===== config.mk =====
export PLATFORM = sky130hd
export DESIGN_NAME = two_channel_pwm_generator_flat
export DESIGN_NICKNAME = d
export VERILOG_FILES = /design/src/tcpwm_pkg.sv /design/src/tcpwm_if.sv /design/src/tcpwm_csr.sv /design/src/tcpwm_core.sv /design/src/two_channel_pwm_generator.sv /design/src/flat_wrapper.sv
export VERILOG_INCLUDE_DIRS = /design/src /design/src/src
export SDC_FILE = /design/constraint.sdc
export NUM_CORES = 1
export LEC_CHECK = 0
export BUFFER_PORTS_ARGS = -buffer_cell sky130_fd_sc_hd__clkbuf_2
export CORE_UTILIZATION = 40
export DETAILED_ROUTE_END_ITERATION = 6
export GPL_ROUTABILITY_DRIVEN = 0
export HOLD_SLACK_MARGIN = 0.03
export PLACE_DENSITY = 0.61
export SYNTH_ARGS = -nofsm -noshare
export SYNTH_HDL_FRONTEND = slang
export SYNTH_SLANG_ARGS = --single-unit

===== constraint.sdc =====
create_clock -name clock -period 6.22 [get_ports clock]
set_input_delay 1.244 -clock clock [delete_from_list [all_inputs] [get_ports clock]]
set_output_delay 1.244 -clock clock [all_outputs]
set_load 0.01 [all_outputs]

===== src/two_channel_pwm_generator_assert.svh =====
// assertion macros for the two-channel pwm generator
`ifndef TWO_CHANNEL_PWM_GENERATOR_ASSERT_SVH
`define TWO_CHANNEL_PWM_GENERATOR_ASSERT_SVH

// condition holds at every clock edge outside reset
`define TCPWM_ASSERT_ALWAYS(lbl, cond) \
   lbl: assert property (@(posedge clock) disable iff (reset) (cond)) \
      else $error("%m: invariant violated");

// consequence holds in the cycle after the antecedent
`define TCPWM_ASSERT_NEXT(lbl, ante, cons) \
   lbl: assert property (@(posedge clock) disable iff (reset) (ante) |=> (cons)) \
      else $error("%m: sequence violated");

`endif


===== src/tcpwm_pkg.sv =====
// types, register indexes and divisor helpers for the pwm generator
package tcpwm_pkg;

   localparam int CNT_W   = 16;
   localparam int PRE_W   = 11;
   localparam int SEL_W   = 3;
   localparam int IDX_W   = 3;
   localparam int DATA_W  = 16;

   // largest total division, 2^7 * 14
   localparam logic [PRE_W-1:0] MAX_DIV = PRE_W'(1792);

   typedef enum logic [IDX_W-1:0] {
      REG_CLK_DIV_SEL = 3'd0,
      REG_HSP_DIV_SEL = 3'd1,
      REG_PERIOD      = 3'd2,
      REG_COMPARE_A   = 3'd3,
      REG_COMPARE_B   = 3'd4,
      REG_FREEZE      = 3'd5
   } reg_index_type;

   typedef struct packed {
      logic [SEL_W-1:0] clk_div_sel;
      logic [SEL_W-1:0] hsp_div_sel;
      logic [CNT_W-1:0] period;
      logic [CNT_W-1:0] compare_a;
      logic [CNT_W-1:0] compare_b;
      logic             freeze;
   } cfg_type;

   typedef struct packed {
      logic             stage_move;
      logic [PRE_W-1:0] prescale;
      logic [CNT_W-1:0] time_base;
   } status_type;

   localparam logic [3:0] HSP_DIV [8] = '{
      4'd1, 4'd2, 4'd4, 4'd6, 4'd8, 4'd10, 4'd12, 4'd14
   };

   function automatic logic [PRE_W-1:0] total_div(
      input logic [SEL_W-1:0] clk_sel,
      input logic [SEL_W-1:0] hsp_sel
   );
      logic [PRE_W-1:0] base;
      base = {{(PRE_W-4){1'b0}}, HSP_DIV[hsp_sel]};
      return base << clk_sel;
   endfunction

endpackage


===== src/tcpwm_if.sv =====
// handshake channel interfaces: tick requests, pwm responses, register writes
interface tcpwm_req_if;
   logic valid;
   logic ready;
   logic tick;

   modport source (output valid, output tick, input ready);
   modport sink   (input valid, input tick, output ready);
endinterface

interface tcpwm_rsp_if;
   logic        valid;
   logic        ready;
   logic        pwm_a;
   logic        pwm_b;
   logic [15:0] count;

   modport source (output valid, output pwm_a, output pwm_b, output count, input ready);
   modport sink   (input valid, input pwm_a, input pwm_b, input count, output ready);
endinterface

interface tcpwm_csr_if;
   logic        valid;
   logic        ready;
   logic [2:0]  index;
   logic [15:0] data;

   modport source (output valid, output index, output data, input ready);
   modport sink   (input valid, input index, input data, output ready);
endinterface


===== src/tcpwm_csr.sv =====
// configuration register file with write decoder
module tcpwm_csr (
   input  logic              clock,
   input  logic              reset,
   tcpwm_csr_if.sink         csr_bus,
   output tcpwm_pkg::cfg_type cfg
);
   import tcpwm_pkg::*;

   cfg_type cfg_ff;
   cfg_type cfg_in;
   logic    wr_en;

   assign csr_bus.ready = 1'b1;
   assign wr_en         = csr_bus.valid;

   always_comb begin
      cfg_in = cfg_ff;
      if (wr_en) begin
         unique case (reg_index_type'(csr_bus.index))
            REG_CLK_DIV_SEL: cfg_in.clk_div_sel = csr_bus.data[SEL_W-1:0];
            REG_HSP_DIV_SEL: cfg_in.hsp_div_sel = csr_bus.data[SEL_W-1:0];
            REG_PERIOD:      cfg_in.period      = csr_bus.data[CNT_W-1:0];
            REG_COMPARE_A:   cfg_in.compare_a   = csr_bus.data[CNT_W-1:0];
            REG_COMPARE_B:   cfg_in.compare_b   = csr_bus.data[CNT_W-1:0];
            REG_FREEZE:      cfg_in.freeze      = csr_bus.data[0];
            default:         cfg_in = cfg_ff;
         endcase
      end
   end

   always_ff @(posedge clock) begin
      if (reset) begin
         cfg_ff <= '{clk_div_sel: '0, hsp_div_sel: '0, period: '0,
                     compare_a: '0, compare_b: '0, freeze: 1'b1};
      end else begin
         cfg_ff <= cfg_in;
      end
   end

   assign cfg = cfg_ff;

endmodule


===== src/tcpwm_core.sv =====
// tick input stage, prescaler, time base, compare logic and response register
module tcpwm_core (
   input  logic                 clock,
   input  logic                 reset,
   input  tcpwm_pkg::cfg_type   cfg,
   tcpwm_req_if.sink            req_bus,
   tcpwm_rsp_if.source          rsp_bus,
   output tcpwm_pkg::status_type status
);
   import tcpwm_pkg::*;

   // input stage
   logic             stage_valid_ff, stage_valid_in;
   logic             stage_tick_ff;
   // time base state
   logic [PRE_W-1:0] prescale_ff, prescale_in;
   logic [CNT_W-1:0] time_base_ff, time_base_in;
   logic             level_a_ff, level_a_in;
   logic             level_b_ff, level_b_in;
   // response register
   logic             rsp_valid_ff, rsp_valid_in;
   logic             rsp_pwm_a_ff;
   logic             rsp_pwm_b_ff;
   logic [CNT_W-1:0] rsp_count_ff;

   logic             out_free;
   logic             stage_move;
   logic             advance;
   logic             wrap_pre;
   logic [PRE_W-1:0] divisor;
   logic [CNT_W-1:0] next_count;

   assign out_free      = !rsp_valid_ff || rsp_bus.ready;
   assign stage_move    = stage_valid_ff && out_free;
   assign req_bus.ready = !stage_valid_ff || out_free;

   assign stage_valid_in = (req_bus.valid && req_bus.ready) ||
                           (stage_valid_ff && !stage_move);
   assign rsp_valid_in   = stage_move || (rsp_valid_ff && !rsp_bus.ready);

   assign divisor  = total_div(cfg.clk_div_sel, cfg.hsp_div_sel);
   assign advance  = stage_move && stage_tick_ff && !cfg.freeze;
   assign wrap_pre = ({1'b0, prescale_ff} + (PRE_W+1)'(1)) >= {1'b0, divisor};

   // a count at or past period wraps to zero
   assign next_count = (time_base_ff >= cfg.period) ? '0 : time_base_ff + CNT_W'(1);

   always_comb begin
      prescale_in  = prescale_ff;
      time_base_in = time_base_ff;
      level_a_in   = level_a_ff;
      level_b_in   = level_b_ff;
      if (advance) begin
         if (wrap_pre) begin
            prescale_in  = '0;
            time_base_in = next_count;
            // clear wins over set on the same count
            if (next_count == '0) begin
               level_a_in = 1'b1;
               level_b_in = 1'b1;
            end
            if (next_count == cfg.compare_a) level_a_in = 1'b0;
            if (next_count == cfg.compare_b) level_b_in = 1'b0;
         end else begin
            prescale_in = prescale_ff + PRE_W'(1);
         end
      end
   end

   always_ff @(posedge clock) begin
      if (reset) begin
         stage_valid_ff <= 1'b0;
         rsp_valid_ff   <= 1'b0;
         prescale_ff    <= '0;
         time_base_ff   <= '0;
         level_a_ff     <= 1'b0;
         level_b_ff     <= 1'b0;
      end else begin
         stage_valid_ff <= stage_valid_in;
         rsp_valid_ff   <= rsp_valid_in;
         prescale_ff    <= prescale_in;
         time_base_ff   <= time_base_in;
         level_a_ff     <= level_a_in;
         level_b_ff     <= level_b_in;
      end
   end

   always_ff @(posedge clock) begin
      if (req_bus.valid && req_bus.ready) begin
         stage_tick_ff <= req_bus.tick;
      end
      if (stage_move) begin
         rsp_pwm_a_ff <= level_a_in;
         rsp_pwm_b_ff <= level_b_in;
         rsp_count_ff <= time_base_in;
      end
   end

   assign rsp_bus.valid = rsp_valid_ff;
   assign rsp_bus.pwm_a = rsp_pwm_a_ff;
   assign rsp_bus.pwm_b = rsp_pwm_b_ff;
   assign rsp_bus.count = rsp_count_ff;

   assign status.stage_move = stage_move;
   assign status.prescale   = prescale_ff;
   assign status.time_base  = time_base_ff;

endmodule


===== src/two_channel_pwm_generator.sv =====
// top level of the two-channel up-count pwm generator
//
// req_bus carries one base-clock tick per transaction (tick=0 lets no time
// pass). every request yields exactly one transaction on rsp_bus with the
// levels of outputs a and b and the time base count after that tick.
// csr_bus writes the registers: 0 clk_div_sel, 1 hsp_div_sel, 2 period,
// 3 compare_a, 4 compare_b, 5 freeze; other indexes are dropped. csr_bus
// is always ready; write only while no request is in flight.
// an accepted request is captured in the input register, then moves to the
// response register, which drives rsp_bus.
// throughput: one request per cycle while rsp_bus does not stall; the
// prescaler/time base state registers update through combinational logic.
// when rsp_bus stalls, the response register holds and the input register
// keeps one more request; req_bus.ready drops only when both are full.
// reset (synchronous) clears the pipeline, the counters and both outputs,
// zeroes the other configuration registers and sets freeze, so ticks report a stopped counter
// until freeze is written to 0.
module two_channel_pwm_generator (
   input  logic       clock,
   input  logic       reset,
   tcpwm_req_if.sink  req_bus,
   tcpwm_rsp_if.source rsp_bus,
   tcpwm_csr_if.sink  csr_bus
);
   import tcpwm_pkg::*;

   cfg_type    cfg;
   status_type status;

   tcpwm_csr u_csr (
      .clock   (clock),
      .reset   (reset),
      .csr_bus (csr_bus),
      .cfg     (cfg)
   );

   tcpwm_core u_core (
      .clock   (clock),
      .reset   (reset),
      .cfg     (cfg),
      .req_bus (req_bus),
      .rsp_bus (rsp_bus),
      .status  (status)
   );

`include "two_channel_pwm_generator_assert.svh"

   `TCPWM_ASSERT_ALWAYS(a_prescale_range, status.prescale < MAX_DIV)
   `TCPWM_ASSERT_NEXT(a_frozen_hold, status.stage_move && cfg.freeze, $stable(status.time_base) && $stable(status.prescale))
   `TCPWM_ASSERT_NEXT(a_count_step, status.stage_move, status.time_base == '0 || $stable(status.time_base) || status.time_base == $past(status.time_base) + CNT_W'(1))
   `TCPWM_ASSERT_NEXT(a_idle_hold, !status.stage_move, $stable(status.time_base) && $stable(status.prescale))

endmodule

===== src/flat_wrapper.sv =====
// flat-port wrapper written by rule: the top's interface ports become plain ports
module two_channel_pwm_generator_flat import tcpwm_pkg::*;
  (clock, reset, req_bus_valid, req_bus_tick, req_bus_ready, rsp_bus_valid, rsp_bus_pwm_a, rsp_bus_pwm_b, rsp_bus_count, rsp_bus_ready, csr_bus_valid, csr_bus_index, csr_bus_data, csr_bus_ready);
  tcpwm_req_if req_bus_i ();
  tcpwm_rsp_if rsp_bus_i ();
  tcpwm_csr_if csr_bus_i ();
  input  logic clock;
  input  logic reset;
  input wire logic [$bits(req_bus_i.valid)-1:0] req_bus_valid;
  input wire logic [$bits(req_bus_i.tick)-1:0] req_bus_tick;
  output wire logic [$bits(req_bus_i.ready)-1:0] req_bus_ready;
  output wire logic [$bits(rsp_bus_i.valid)-1:0] rsp_bus_valid;
  output wire logic [$bits(rsp_bus_i.pwm_a)-1:0] rsp_bus_pwm_a;
  output wire logic [$bits(rsp_bus_i.pwm_b)-1:0] rsp_bus_pwm_b;
  output wire logic [$bits(rsp_bus_i.count)-1:0] rsp_bus_count;
  input wire logic [$bits(rsp_bus_i.ready)-1:0] rsp_bus_ready;
  input wire logic [$bits(csr_bus_i.valid)-1:0] csr_bus_valid;
  input wire logic [$bits(csr_bus_i.index)-1:0] csr_bus_index;
  input wire logic [$bits(csr_bus_i.data)-1:0] csr_bus_data;
  output wire logic [$bits(csr_bus_i.ready)-1:0] csr_bus_ready;
  assign req_bus_i.valid = req_bus_valid;
  assign req_bus_i.tick = req_bus_tick;
  assign req_bus_ready = req_bus_i.ready;
  assign rsp_bus_valid = rsp_bus_i.valid;
  assign rsp_bus_pwm_a = rsp_bus_i.pwm_a;
  assign rsp_bus_pwm_b = rsp_bus_i.pwm_b;
  assign rsp_bus_count = rsp_bus_i.count;
  assign rsp_bus_i.ready = rsp_bus_ready;
  assign csr_bus_i.valid = csr_bus_valid;
  assign csr_bus_i.index = csr_bus_index;
  assign csr_bus_i.data = csr_bus_data;
  assign csr_bus_ready = csr_bus_i.ready;
  two_channel_pwm_generator u_core (.clock(clock), .reset(reset), .req_bus(req_bus_i), .rsp_bus(rsp_bus_i), .csr_bus(csr_bus_i));
endmodule

==> summary.txt, run 1 <==
# IOs -> 46
Worst R2R End -> u_core.u_core.rsp_bus.pwm_b$_DFFE_PP_
Nets -> 843
Seq pwr share -> 0.512
P_int -> 0.00102 W
Crit Reg-Reg Startpoint -> u_core.u_core.prescale_ff[0]$_SDFFE_PP0P_
Rows -> 45
Drt total wl -> 16.6 mm
Worst Clk Skew -> 0.0119 ns
Post-route ant nets -> 0
Period minus WS final -> 4.09 ns
DRT iter0 DRCs -> 421
Yosys cell types -> 69
Design Area, Final -> 6830 um2
PostCTS Resize Cnt -> 0
Area growth, synth to finish -> 9.78%
CTS Buffer Depth -> 2
Hold Fails Final Rpt -> 0
CTS root buf -> clkbuf_16
Die X -> 127 um
Cell mode on critical path -> nor2_1
Final TNS setup -> 0 ns
Wire per inst -> 16.9 um
Largest net degree at the start of global routing -> 48
Slew Viols, Final -> 0
Post-synthesis sequential area ratio -> 0.369
Share of cells above drive strength 1 -> 0.103
Hold buffer count at CTS -> 0
Dpl ws -> 2.17 ns
Mapped Cells -> 774
Critical Path End -> u_core.u_core.rsp_bus.pwm_b$_DFFE_PP_
Syn Std Cell Area -> 6220 um2
FF-to-FF path depth -> 14
Worst path slowest cell -> a21o_1
Initial Util -> 0.409
Maximum vdd drop -> 0.143 mV
CTS Sinks -> 105
Startpoint Class -> flop
# DRC -> 0
Bufs and invs on worst path -> 0
Initial antenna violation count -> 0
Final HPWL DP -> 12.1 mm
GR Overflow Total -> 0
First-pass GRT wire length -> 26.8 mm
Max Fclk -> 245 MHz
Post-synth top flop -> dfxtp_1
Clk_lat worst skew -> 0.37 ns
DR pass1 iterations -> 5
Worst reg2reg setup slack -> 2.13 ns
Maxcap violations -> 0
Slew of the pin with the lowest slew margin -> 1.10 ns
Hold WC Path Type -> reg2reg
Comb pwr share -> 0.089
Critical path peak fanout -> 19
Worst slew margin -> 0.263
Post-synth ARST share -> 0
Antenna Cells -> 0
Post-CTS Setup Bufs -> 0
Core Box Area -> 15200 um2
Avg Cell Area, Syn -> 8.03 um2
Hold Crit Depth -> 2
Syn_nets -> 828
Final worst setup slack -> 2.13 ns
Crit path depth -> 14
Synthesis Warnings -> 0
P_sw -> 0.000376 W
Vias per std cell -> 5.64
Placed Instances -> 966
RSZ-0062 raised after global routing -> false
CTS tree -> done
Final setup fails -> 0
Crit-path cells -> ha_1 > and3_1 > nand2_1 > nor2_1 > xor2_1 > ha_1 > a2111oi_0 > o21ai_0 > a31o_2 > a41oi_1 > a21o_1 > nor2_1 > a221oi_1 > nor2_1
Die area -> 16000 um2
Most frequent cells in the layout -> nand2_1, dfxtp_1, a21oi_1
Number of global-route vias before repair -> 4997
Clock transition at path regs -> 0.08 ns
WP data arrival -> 4.20 ns
Filler Cell Count -> 1564
Critical Path Start -> u_core.u_core.prescale_ff[0]$_SDFFE_PP0P_
Worst Setup End Kind -> flop
Non-filler cells, final -> 982
Leak -> 2.43 nW
Outcome -> complete, no violations
Most common cell after layout, fill and taps aside -> nand2_1
GRT Total Usage -> 0.217
Worst setup path class -> reg2reg
Port Buf Inserts -> 44
Yosys reg bits -> 105
H-tree depth -> 3
Fin crit share -> 0.657
Dpl cell area -> 6550 um2
Post-synth EDFFs -> 19
Worst Path Required -> 6.33 ns
Pwr dens -> 205 nW/um2
Num CTS Buffers -> 9
Via total after detailed routing -> 5536
Die Y-Extent -> 127 um
Sw frac -> 0.269
Clock share of power -> 0.399
CP peak stage delay -> 0.52 ns
CP top delay family -> compound AO/OA/AOI/OAI gates
## metrics by stage
stage	total power (W)	hold WS [ns]	util
detailed placement	0.000856	0.448	0.431
CTS	0.00141	0.458	0.449
global placement	0.000856	0.443	0.431
global route	0.00145	0.484	0.449
floorplan	0.000812	0.436	-
finish	0.00140	0.458	0.449
## per-layer routing
layer,up-vias,GRT usage,part of all wire
li1,2779,-,-
met1,2546,0.322,0.50
met2,195,0.311,0.41
met3,16,0.0426,0.071
met4,0,0.0700,0.017
met5,-,0,0
## worst min-delay path: cells and delay by family, from the launching register on
kind / cells / cell delay [ns]
and+or+nand+nor: 1 / 0.05
AOI/OAI and AO/OA: 1 / 0.05
DFF: 1 / 0.31
## power by group through the flow
stage | registers [W] | logic (W) | clock network [W]
global placement | 0.000732 | 0.000125 | 0
finish | 0.000716 | 0.000124 | 0.000558
floorplan | 0.000730 | 0.0000812 | 0
CTS | 0.000716 | 0.000124 | 0.000572
detailed placement | 0.000732 | 0.000124 | 0
global route | 0.000718 | 0.000136 | 0.000599
## flip-flops by register name (all words and copies together), names as in the netlist
signal,cells
u_core.u_core.rsp_bus.pwm_b,1
u_core.u_core.rsp_bus.pwm_a,1
u_core.u_core.rsp_bus.valid,1
u_core.u_core.prescale_ff,11
u_core.u_csr.cfg,55
u_core.u_core.stage_tick_ff,1
u_core.u_core.rsp_bus.count,16
u_core.u_core.level_b_ff,1
u_core.u_core.time_base_ff,16
u_core.u_core.stage_valid_ff,1
u_core.u_core.level_a_ff,1
## kinds of logic after synthesis
kind of cell | synth area share
buffers and inverters | 0.0402
adders and majority gates | 0.0584
muxes | 0.0247
other | 0.000603
DFF | 0.369
xor gates and xnor gates | 0.0509
and+or+nand+nor | 0.273
AOI/OAI and AO/OA | 0.184
## worst min path at each step
| stage | start | to | slack (ns) |
|---|---|---|---|
| after floorplan | u_core.u_csr.cfg[34]$_SDFFE_PP0P_ | u_core.u_csr.cfg[34]$_SDFFE_PP0P_ | 0.44 |
| after global placement | u_core.u_csr.cfg[39]$_SDFFE_PP0P_ | u_core.u_csr.cfg[39]$_SDFFE_PP0P_ | 0.44 |
| after detailed placement | u_core.u_csr.cfg[36]$_SDFFE_PP0P_ | u_core.u_csr.cfg[36]$_SDFFE_PP0P_ | 0.45 |
| after CTS | u_core.u_csr.cfg[36]$_SDFFE_PP0P_ | u_core.u_csr.cfg[36]$_SDFFE_PP0P_ | 0.46 |
| after global routing | u_core.u_csr.cfg[41]$_SDFFE_PP0P_ | u_core.u_csr.cfg[41]$_SDFFE_PP0P_ | 0.48 |
| final | u_core.u_csr.cfg[36]$_SDFFE_PP0P_ | u_core.u_csr.cfg[36]$_SDFFE_PP0P_ | 0.46 |
## Yosys cell counts, types with 3 or more instances
| master | n | area [um2] |
|---|---|---|
| o21a_1 | 4 | 30.0 |
| mux2i_1 | 12 | 120 |
| nand2_1 | 140 | 526 |
| nand3b_1 | 10 | 75.1 |
| nor2_1 | 63 | 236 |
| or3_1 | 7 | 43.8 |
| mux2_2 | 3 | 33.8 |
| nand4b_1 | 3 | 26.3 |
| a21oi_1 | 79 | 395 |
| o21bai_1 | 3 | 22.5 |
| a31oi_1 | 4 | 25.0 |
| inv_1 | 19 | 71.3 |
| nand2b_1 | 13 | 81.3 |
| ha_1 | 29 | 363 |
| edfxtp_1 | 19 | 571 |
| nand4_1 | 11 | 68.8 |
| a211oi_1 | 4 | 30.0 |
| nor2b_1 | 19 | 119 |
| xnor2_1 | 18 | 158 |
| nor3_1 | 15 | 75.1 |
| a21o_1 | 4 | 30.0 |
| a32o_1 | 3 | 30.0 |
| and2_1 | 5 | 31.3 |
| or4_1 | 3 | 22.5 |
| o221ai_1 | 3 | 26.3 |
| and3_1 | 6 | 37.5 |
| nor3b_1 | 5 | 37.5 |
| o211ai_1 | 4 | 30.0 |
| o32a_1 | 3 | 30.0 |
| or2_2 | 3 | 18.8 |
| clkbuf_1 | 41 | 154 |
| nand3_1 | 27 | 135 |
| o21ai_0 | 34 | 170 |
| xor2_1 | 13 | 114 |
| o31ai_1 | 11 | 82.6 |
| nor4_1 | 6 | 37.5 |
| dfxtp_1 | 86 | 1720 |
## cell type report
cell class | instances | area (um2) | area share
Timing Repair Buffer | 50 | 265 | 0.0389
Inverter | 19 | 71.3 | 0.0104
Sequential cell | 105 | 2290 | 0.336
Clock buffer | 9 | 225 | 0.0330
Tap cell | 188 | 235 | 0.0345
Clock inverter | 7 | 55.1 | 0.00806
Multi-Input combinational cell | 604 | 3680 | 0.539
No activity file was read; power rests on OpenSTA's default activity.
==> run 2: changes to the inputs <==
--- a/config.mk
+++ b/config.mk
@@ -6,6 +6,7 @@
 export SDC_FILE = /design/constraint.sdc
 export NUM_CORES = 1
 export LEC_CHECK = 0
+export ABC_AREA = 1
 export BUFFER_PORTS_ARGS = -buffer_cell sky130_fd_sc_hd__clkbuf_2
 export CORE_UTILIZATION = 40
 export DETAILED_ROUTE_END_ITERATION = 6
==> constraint.sdc (replaced) <==
create_clock -name clock -period 3.9 [get_ports clock]
set_input_delay 0.78 -clock clock [delete_from_list [all_inputs] [get_ports clock]]
set_output_delay 0.78 -clock clock [all_outputs]
set_load 0.01 [all_outputs]
==> run 2 against run 1 <==
Synthesized cell count grew 10%. Combinational power is 130% higher. Global-route usage fell by 1.3 points. Fmax up 32%. Sequential cell count did not move. Register-to-register slack got worse by 1.3 ns. Power grew 64%. Largest power group unchanged. Via count fell by 4.1%. Count of clock-buffer cells in the layout up 4. Die area is 4.8% lower. Wire length down 13%. Non-clock buffer count rose by 1.
==> summary.txt, run 2 <==
Leak -> 3.14 nW (was 2.43 nW)
Hold buffer count at CTS -> 0 (unchanged)
Die area -> 15300 um2 (was 16000 um2)
Worst Clk Skew -> 0.00913 ns (was 0.0119 ns)
CTS Sinks -> 105 (unchanged)
Clk_lat worst skew -> 0.36 ns (was 0.37 ns)
Synthesis Warnings -> 0 (unchanged)
Max Fclk -> 322 MHz (was 245 MHz)
Post-synth top flop -> dfxtp_1 (unchanged)
Yosys reg bits -> 105 (unchanged)
Comb pwr share -> 0.124 (was 0.089)
Syn_nets -> 907 (was 828)
Nets -> 935 (was 843)
Worst setup path class -> reg2reg (unchanged)
GR Overflow Total -> 0 (unchanged)
Post-CTS Setup Bufs -> 0 (unchanged)
Vias per std cell -> 4.97 (was 5.64)
H-tree depth -> 3 (unchanged)
Mapped Cells -> 853 (was 774)
Fin crit share -> 0.796 (was 0.657)
Initial antenna violation count -> 0 (unchanged)
P_int -> 0.00167 W (was 0.00102 W)
CP peak stage delay -> 0.39 ns (was 0.52 ns)
Area growth, synth to finish -> 10.4% (was 9.78%)
Most common cell after layout, fill and taps aside -> nand2_1 (unchanged)
Share of cells above drive strength 1 -> 0.0949 (was 0.103)
Antenna Cells -> 0 (unchanged)
Post-synthesis sequential area ratio -> 0.387 (was 0.369)
DR pass1 iterations -> 5 (unchanged)
Most frequent cells in the layout -> nand2_1, inv_1, dfxtp_1 (was nand2_1, dfxtp_1, a21oi_1)
Crit-path cells -> ha_1 > nand3_1 > nor2_1 > nand4_1 > nor2_1 > nand2_1 > xnor2_1 > ha_1 > inv_1 > o211ai_1 > a21oi_2 > nand3_2 > nand2_4 > inv_2 > or2_2 > o21ai_0 > inv_1 (was ha_1 > and3_1 > nand2_1 > nor2_1 > xor2_1 > ha_1 > a2111oi_0 > o21ai_0 > a31o_2 > a41oi_1 > a21o_1 > nor2_1 > a221oi_1 > nor2_1)
Hold WC Path Type -> reg2reg (unchanged)
Sw frac -> 0.271 (was 0.269)
Initial Util -> 0.409 (about the same)
Post-route ant nets -> 0 (unchanged)
Syn Std Cell Area -> 5920 um2 (was 6220 um2)
WP data arrival -> 3.21 ns (was 4.20 ns)
Die Y-Extent -> 124 um (was 127 um)
Wire per inst -> 13.6 um (was 16.9 um)
Number of global-route vias before repair -> 4677 (was 4997)
Worst path slowest cell -> dfxtp_1 (was a21o_1)
Slew of the pin with the lowest slew margin -> 1.15 ns (was 1.10 ns)
Leading cell types by count after synthesis -> nand2_1, inv_1, dfxtp_1 (was nand2_1, dfxtp_1, a21oi_1)
Die X -> 124 um (was 127 um)
Avg Cell Area, Syn -> 6.94 um2 (was 8.03 um2)
Pwr dens -> 351 nW/um2 (was 205 nW/um2)
GRT Total Usage -> 0.204 (was 0.217)
Largest net degree at the start of global routing -> 49 (was 48)
Most frequent cell after synthesis -> nand2_1 (unchanged)
Port Buf Inserts -> 44 (unchanged)
Clock transition at path regs -> 0.07 ns (was 0.08 ns)
Maxcap violations -> 0 (unchanged)
Worst slew margin -> 0.234 (was 0.263)
Slew Viols, Final -> 0 (unchanged)
Post-synth ARST share -> 0 (unchanged)
Fin util -> 0.451 (was 0.449)
Maximum vdd drop -> 0.201 mV (was 0.143 mV)
Critical path peak fanout -> 25 (was 19)
# DRC -> 0 (unchanged)
CTS root buf -> clkbuf_16 (unchanged)
Startpoint Class -> flop (unchanged)
Max reg flops -> 55 (unchanged)
Post-synth EDFFs -> 19 (unchanged)
PostCTS Resize Cnt -> 0 (unchanged)
Hold Fails Final Rpt -> 0 (unchanged)
Yosys cell types -> 40 (was 69)
Final setup fails -> 0 (unchanged)
Yosys top cell area share -> 0.291 (was 0.277)
CTS tree -> done (unchanged)
Drt total wl -> 14.5 mm (was 16.6 mm)
Outcome -> complete, no violations (unchanged)
Seq pwr share -> 0.501 (was 0.512)
Final worst setup slack -> 0.795 ns (was 2.13 ns)
Worst Path Required -> 4.01 ns (was 6.33 ns)
Core Box Area -> 14500 um2 (was 15200 um2)
Yosys top cell by area -> dfxtp_1 (unchanged)
P_sw -> 0.000621 W (was 0.000376 W)
First-pass GRT wire length -> 23.6 mm (was 26.8 mm)
Period minus WS final -> 3.10 ns (was 4.09 ns)
Final TNS setup -> 0 ns (unchanged)
# IOs -> 46 (unchanged)
Rows -> 44 (was 45)
Synth area leaders -> dfxtp_1, nand2_1, edfxtp_1, inv_1, o21ai_0 (was dfxtp_1, edfxtp_1, nand2_1, a21oi_1, ha_1)
Worst Setup End Kind -> flop (unchanged)
RSZ-0062 raised after global routing -> false (unchanged)
CTS Buffer Depth -> 2 (unchanged)
Clock share of power -> 0.376 (was 0.399)
Num CTS Buffers -> 9 (unchanged)
Final HPWL DP -> 11.0 mm (was 12.1 mm)
DRT iter0 DRCs -> 399 (was 421)
Via total after detailed routing -> 5310 (was 5536)
Dpl ws -> 0.799 ns (was 2.17 ns)
==> run 2: power groups by stage <==
stage | combinational (W) | clock (W) | sequential, W
after global placement | 0.000283 | 0 | 0.00117
after global routing | 0.000329 | 0.000914 | 0.00115
after floorplan | 0.000199 | 0 | 0.00117
after detailed placement | 0.000284 | 0 | 0.00117
final | 0.000284 | 0.000862 | 0.00115
after CTS | 0.000285 | 0.000879 | 0.00115
==> run 2: cell type report <==
class	count	area, um2
Clock inverter	2	13.8
Timing Repair Buffer	51	273
Clock buffer	13	250
Tap cell	184	230
Fill cell	1534	7940
Multi-Input combinational cell	574	2950
Inverter	140	526
Sequential cell	105	2290
==> run 2: path summary, 6_finish.rpt <==
check | to | depth (start not counted) | slack [ns] | start
setup / recovery | u_core.u_core.rsp_bus.count[1]$_DFFE_PP_ | 17 | 0.80 | u_core.u_core.prescale_ff[0]$_SDFFE_PP0P_
hold / removal | u_core.u_csr.cfg[45]$_SDFFE_PP0P_ | 2 | 0.46 | u_core.u_csr.cfg[45]$_SDFFE_PP0P_
setup reg to reg | u_core.u_core.rsp_bus.count[1]$_DFFE_PP_ | 17 | 0.80 | u_core.u_core.prescale_ff[0]$_SDFFE_PP0P_
hold reg to reg | u_core.u_csr.cfg[45]$_SDFFE_PP0P_ | 2 | 0.46 | u_core.u_csr.cfg[45]$_SDFFE_PP0P_
==> run 2: logic make-up (layout without fill, tap and decap cells) <==
family	after synthesis	in the layout	share of synthesized area
other	1	1	0.000634
AO/OA/AOI/OAI	160	160	0.138
adder cells (fa/ha/maj)	29	29	0.0613
XOR/XNOR	16	16	0.0249
buffers and inverters	174	206	0.114
flip-flops	105	105	0.387
AND/OR/NAND/NOR	367	367	0.271
multiplexers	1	1	0.00169
==> run 2: critical path, delay by kind of cell (launching register included) <==
kind | cells | cell delay (ns)
buf+inv | 3 | 0.26
xor+xnor | 1 | 0.19
flops | 1 | 0.39
compound gates | 3 | 0.32
fa+ha+maj | 2 | 0.48
simple gates | 8 | 1.21
==> run 2: stage by stage <==
stage | total power [W] | cell area (um2) | hold slack, ns | cells
6_report | 0.00229 | 6540 | 0.463 | 1069
2_1_floorplan | 0.00137 | 5920 | 0.433 | 853
4_1_cts | 0.00231 | 6540 | 0.464 | 1069
3_5_place_dp | 0.00146 | 6270 | 0.454 | 1054
3_3_place_gp | 0.00146 | 6270 | 0.452 | 1054
5_1_grt | 0.00239 | 6540 | 0.479 | 1069
==> run 2: layer usage <==
| metal | wire (um) | track usage |
|---|---|---|
| met1 | 7860 | 0.311 |
| met2 | 5710 | 0.281 |
| met3 | 683 | 0.0311 |
| met4 | 277 | 0.0813 |
| met5 | 0 | 0 |
==> run 3: changes to the inputs <==
--- a/config.mk
+++ b/config.mk
@@ -12,7 +12,7 @@
 export DETAILED_ROUTE_END_ITERATION = 6
 export GPL_ROUTABILITY_DRIVEN = 0
 export HOLD_SLACK_MARGIN = 0.03
-export PLACE_DENSITY = 0.61
+export PLACE_DENSITY = 0.63
 export SYNTH_ARGS = -nofsm -noshare
 export SYNTH_HDL_FRONTEND = slang
 export SYNTH_SLANG_ARGS = --single-unit
==> constraint.sdc (replaced) <==
create_clock -name clock -period 2.75 [get_ports clock]
set_input_delay 0.55 -clock clock [delete_from_list [all_inputs] [get_ports clock]]
set_output_delay 0.55 -clock clock [all_outputs]
set_load 0.01 [all_outputs]
==> run 3 against run 2 <==
Clock power grew 46%. First-iteration DRC count decreased by 24%. Worst setup slack lost 0.70 ns. Die area unchanged. Power rose by 45%. Core utilization rose by 2.9 points. Critical endpoint is now u_core.u_core.rsp_bus.count[7]$_DFFE_PP_. Final cell count is 2.6% higher. Combinational power grew 57%.
==> summary.txt, run 3 (synthesis results as in run 2) <==
Period minus WS final -> 2.66 ns (was 3.10 ns)
Clock share of power -> 0.379 (was 0.376)
GRT Total Usage -> 0.206 (was 0.204)
Die X -> 124 um (unchanged)
Vias per std cell -> 4.98 (was 4.97)
P_int -> 0.00243 W (was 0.00167 W)
Power Total -> 0.00334 W (was 0.00229 W)
Max Fclk -> 376 MHz (was 322 MHz)
# IOs -> 46 (unchanged)
Drt total wl -> 14.9 mm (was 14.5 mm)
Maximum vdd drop -> 0.253 mV (was 0.201 mV)
First-pass GRT wire length -> 24.1 mm (was 23.6 mm)
Worst Setup End Kind -> flop (unchanged)
CTS Buffer Depth -> 2 (unchanged)
Critical Path End -> u_core.u_core.rsp_bus.count[7]$_DFFE_PP_ (was u_core.u_core.rsp_bus.count[1]$_DFFE_PP_)
Hold Fails Final Rpt -> 0 (unchanged)
Most frequent cells in the layout -> nand2_1, inv_1, dfxtp_1 (unchanged)
Num CTS Buffers -> 9 (unchanged)
GR Overflow Total -> 0 (unchanged)
Worst R2R End -> u_core.u_core.rsp_bus.count[7]$_DFFE_PP_ (was u_core.u_core.rsp_bus.count[1]$_DFFE_PP_)
Placed Instances -> 1077 (was 1054)
Bufs and invs on worst path -> 4 (was 3)
Max reg flops -> 55 (unchanged)
Final HPWL DP -> 11.0 mm (about the same)
Comb pwr share -> 0.134 (was 0.124)
Crit Reg-Reg Startpoint -> u_core.u_core.prescale_ff[2]$_SDFFE_PP0P_ (was u_core.u_core.prescale_ff[0]$_SDFFE_PP0P_)
Area growth, synth to finish -> 17.7% (was 10.4%)
CTS root buf -> clkbuf_16 (unchanged)
Share of cells above drive strength 1 -> 0.154 (was 0.0949)
CP peak stage delay -> 0.38 ns (was 0.39 ns)
DR pass1 iterations -> 5 (unchanged)
Die Y-Extent -> 124 um (unchanged)
Pwr dens -> 479 nW/um2 (was 351 nW/um2)
Worst setup path class -> reg2reg (unchanged)
Via total after detailed routing -> 5466 (was 5310)
Crit path depth -> 16 (was 17)
Most common cell after layout, fill and taps aside -> nand2_1 (unchanged)
Maxcap violations -> 0 (unchanged)
Slew of the pin with the lowest slew margin -> 0.823 ns (was 1.15 ns)
Hold WC Path Type -> in2reg (was reg2reg)
FF-to-FF path depth -> 16 (was 17)
CTS tree -> done (unchanged)
Crit-path cells -> and3_4 > nand3_2 > buf_4 > xnor2_2 > ha_1 > nand2_1 > inv_1 > o21ai_1 > nand2_1 > a21oi_2 > nand3_2 > nand2_4 > inv_8 > or2_0 > o21ai_1 > inv_1 (was ha_1 > nand3_1 > nor2_1 > nand4_1 > nor2_1 > nand2_1 > xnor2_1 > ha_1 > inv_1 > o211ai_1 > a21oi_2 > nand3_2 > nand2_4 > inv_2 > or2_2 > o21ai_0 > inv_1)
Die area -> 15300 um2 (unchanged)
Largest net degree at the start of global routing -> 56 (was 49)
Clk_lat worst skew -> 0.36 ns (about the same)
Outcome -> complete, no violations (unchanged)
Non-filler cells, final -> 1097 (was 1069)
Worst Clk Skew -> 0.00850 ns (was 0.00913 ns)
Final setup fails -> 0 (unchanged)
Critical path peak fanout -> 11 (was 25)
Rows -> 44 (unchanged)
Filler Cell Count -> 1492 (was 1534)
Port Buf Inserts -> 44 (unchanged)
H-tree depth -> 3 (unchanged)
CTS Sinks -> 105 (unchanged)
Post-route ant nets -> 0 (unchanged)
DRT iter0 DRCs -> 305 (was 399)
Leak -> 3.33 nW (was 3.14 nW)
Sw frac -> 0.273 (was 0.271)
Worst slew margin -> 0.451 (was 0.234)
Clock transition at path regs -> 0.07 ns (about the same)
Worst Path Required -> 2.87 ns (was 4.01 ns)
RSZ-0062 raised after global routing -> true (was false)
Core Box Area -> 14500 um2 (unchanged)
Antenna Cells -> 0 (unchanged)
Seq pwr share -> 0.487 (was 0.501)
Hold buffer count at CTS -> 0 (unchanged)
P_sw -> 0.000909 W (was 0.000621 W)
Startpoint Class -> flop (unchanged)
Worst path slowest cell -> dfxtp_4 (was dfxtp_1)
Nets -> 962 (was 935)
Worst reg2reg setup slack -> 0.09 ns (was 0.80 ns)
Wire per inst -> 13.6 um (about the same)
Initial Util -> 0.409 (unchanged)
Critical Path Start -> u_core.u_core.prescale_ff[2]$_SDFFE_PP0P_ (was u_core.u_core.prescale_ff[0]$_SDFFE_PP0P_)
WP data arrival -> 2.77 ns (was 3.21 ns)
Fin crit share -> 0.966 (was 0.796)
CP top delay family -> simple AND/OR/NAND/NOR gates (unchanged)
Initial antenna violation count -> 0 (unchanged)
Slew Viols, Final -> 0 (unchanged)
# DRC -> 0 (unchanged)
Number of global-route vias before repair -> 4824 (was 4677)
## run 3: worst reg2reg max path: cells and delay by family (launching register included)
kind                       cells  cell delay, ns
xor gates and xnor gates       1            0.14
buffers and inverters          4            0.32
AOI/OAI and AO/OA              3            0.38
adders and majority gates      1            0.32
and+or+nand+nor                7            0.88
DFF                            1            0.38
## run 3: worst min path at each step
stage	from	endpoint	slack, ns	cells past startpoint
2_1_floorplan	u_core.u_csr.cfg[39]$_SDFFE_PP0P_	u_core.u_csr.cfg[39]$_SDFFE_PP0P_	0.43	2
3_3_place_gp	u_core.u_csr.cfg[42]$_SDFFE_PP0P_	u_core.u_csr.cfg[42]$_SDFFE_PP0P_	0.45	2
3_5_place_dp	u_core.u_csr.cfg[42]$_SDFFE_PP0P_	u_core.u_csr.cfg[42]$_SDFFE_PP0P_	0.46	2
4_1_cts	req_bus_tick	u_core.u_core.stage_tick_ff$_DFFE_PP_	0.37	1
5_1_grt	req_bus_tick	u_core.u_core.stage_tick_ff$_DFFE_PP_	0.38	1
6_report	req_bus_tick	u_core.u_core.stage_tick_ff$_DFFE_PP_	0.37	1
## run 3: layer usage
| layer | share of wire | vias up | global-route usage |
|---|---|---|---|
| li1 | - | 2873 | - |
| met2 | 0.42 | 139 | 0.298 |
| met5 | 0 | - | 0 |
| met3 | 0.064 | 15 | 0.0385 |
| met1 | 0.50 | 2439 | 0.308 |
| met4 | 0.014 | 0 | 0.0617 |
## run 3: stage by stage
stage                     setup WS [ns]  utilization  instance area, um2  setup TNS [ns]  hold slack (ns)
final                            0.0931        0.481                6960               0            0.371
after global routing            -0.0845        0.481                6960          -0.891            0.377
after CTS                       -0.0223        0.470                6800         -0.0223            0.370
after detailed placement        -0.0815        0.448                6480          -0.102            0.456
after global placement          0.00436        0.448                6480               0            0.452
after floorplan                  0.0821            -                5920               0            0.433
## run 3: timing repair
| action | in CTS | in global routing |
|---|---|---|
| setup endpoints to repair | 15 | 35 |
| gates cloned | 0 | 1 |
| hold endpoints to repair | 0 | 0 |
| setup buffers | 1 | 2 |
| gates resized for setup | 10 | 44 |
| pin swaps | 1 | 10 |
## run 3: cell type report
class,instances,area (um2),area share
well taps,184,230,0.0331
flip-flops and latches,105,2310,0.331
clock inverters,4,25.0,0.00359
clock buffers,12,258,0.0370
multi-input cells,574,3080,0.442
repair buffers,78,531,0.0762
inverters,140,533,0.0765
## run 3: power groups by stage
stage	Clock, W	Combinational, W	Sequential, W
global placement	0	0.000424	0.00166
floorplan	0	0.000282	0.00166
CTS	0.00128	0.000429	0.00163
global route	0.00135	0.000501	0.00163
finish	0.00126	0.000446	0.00163
detailed placement	0	0.000426	0.00166
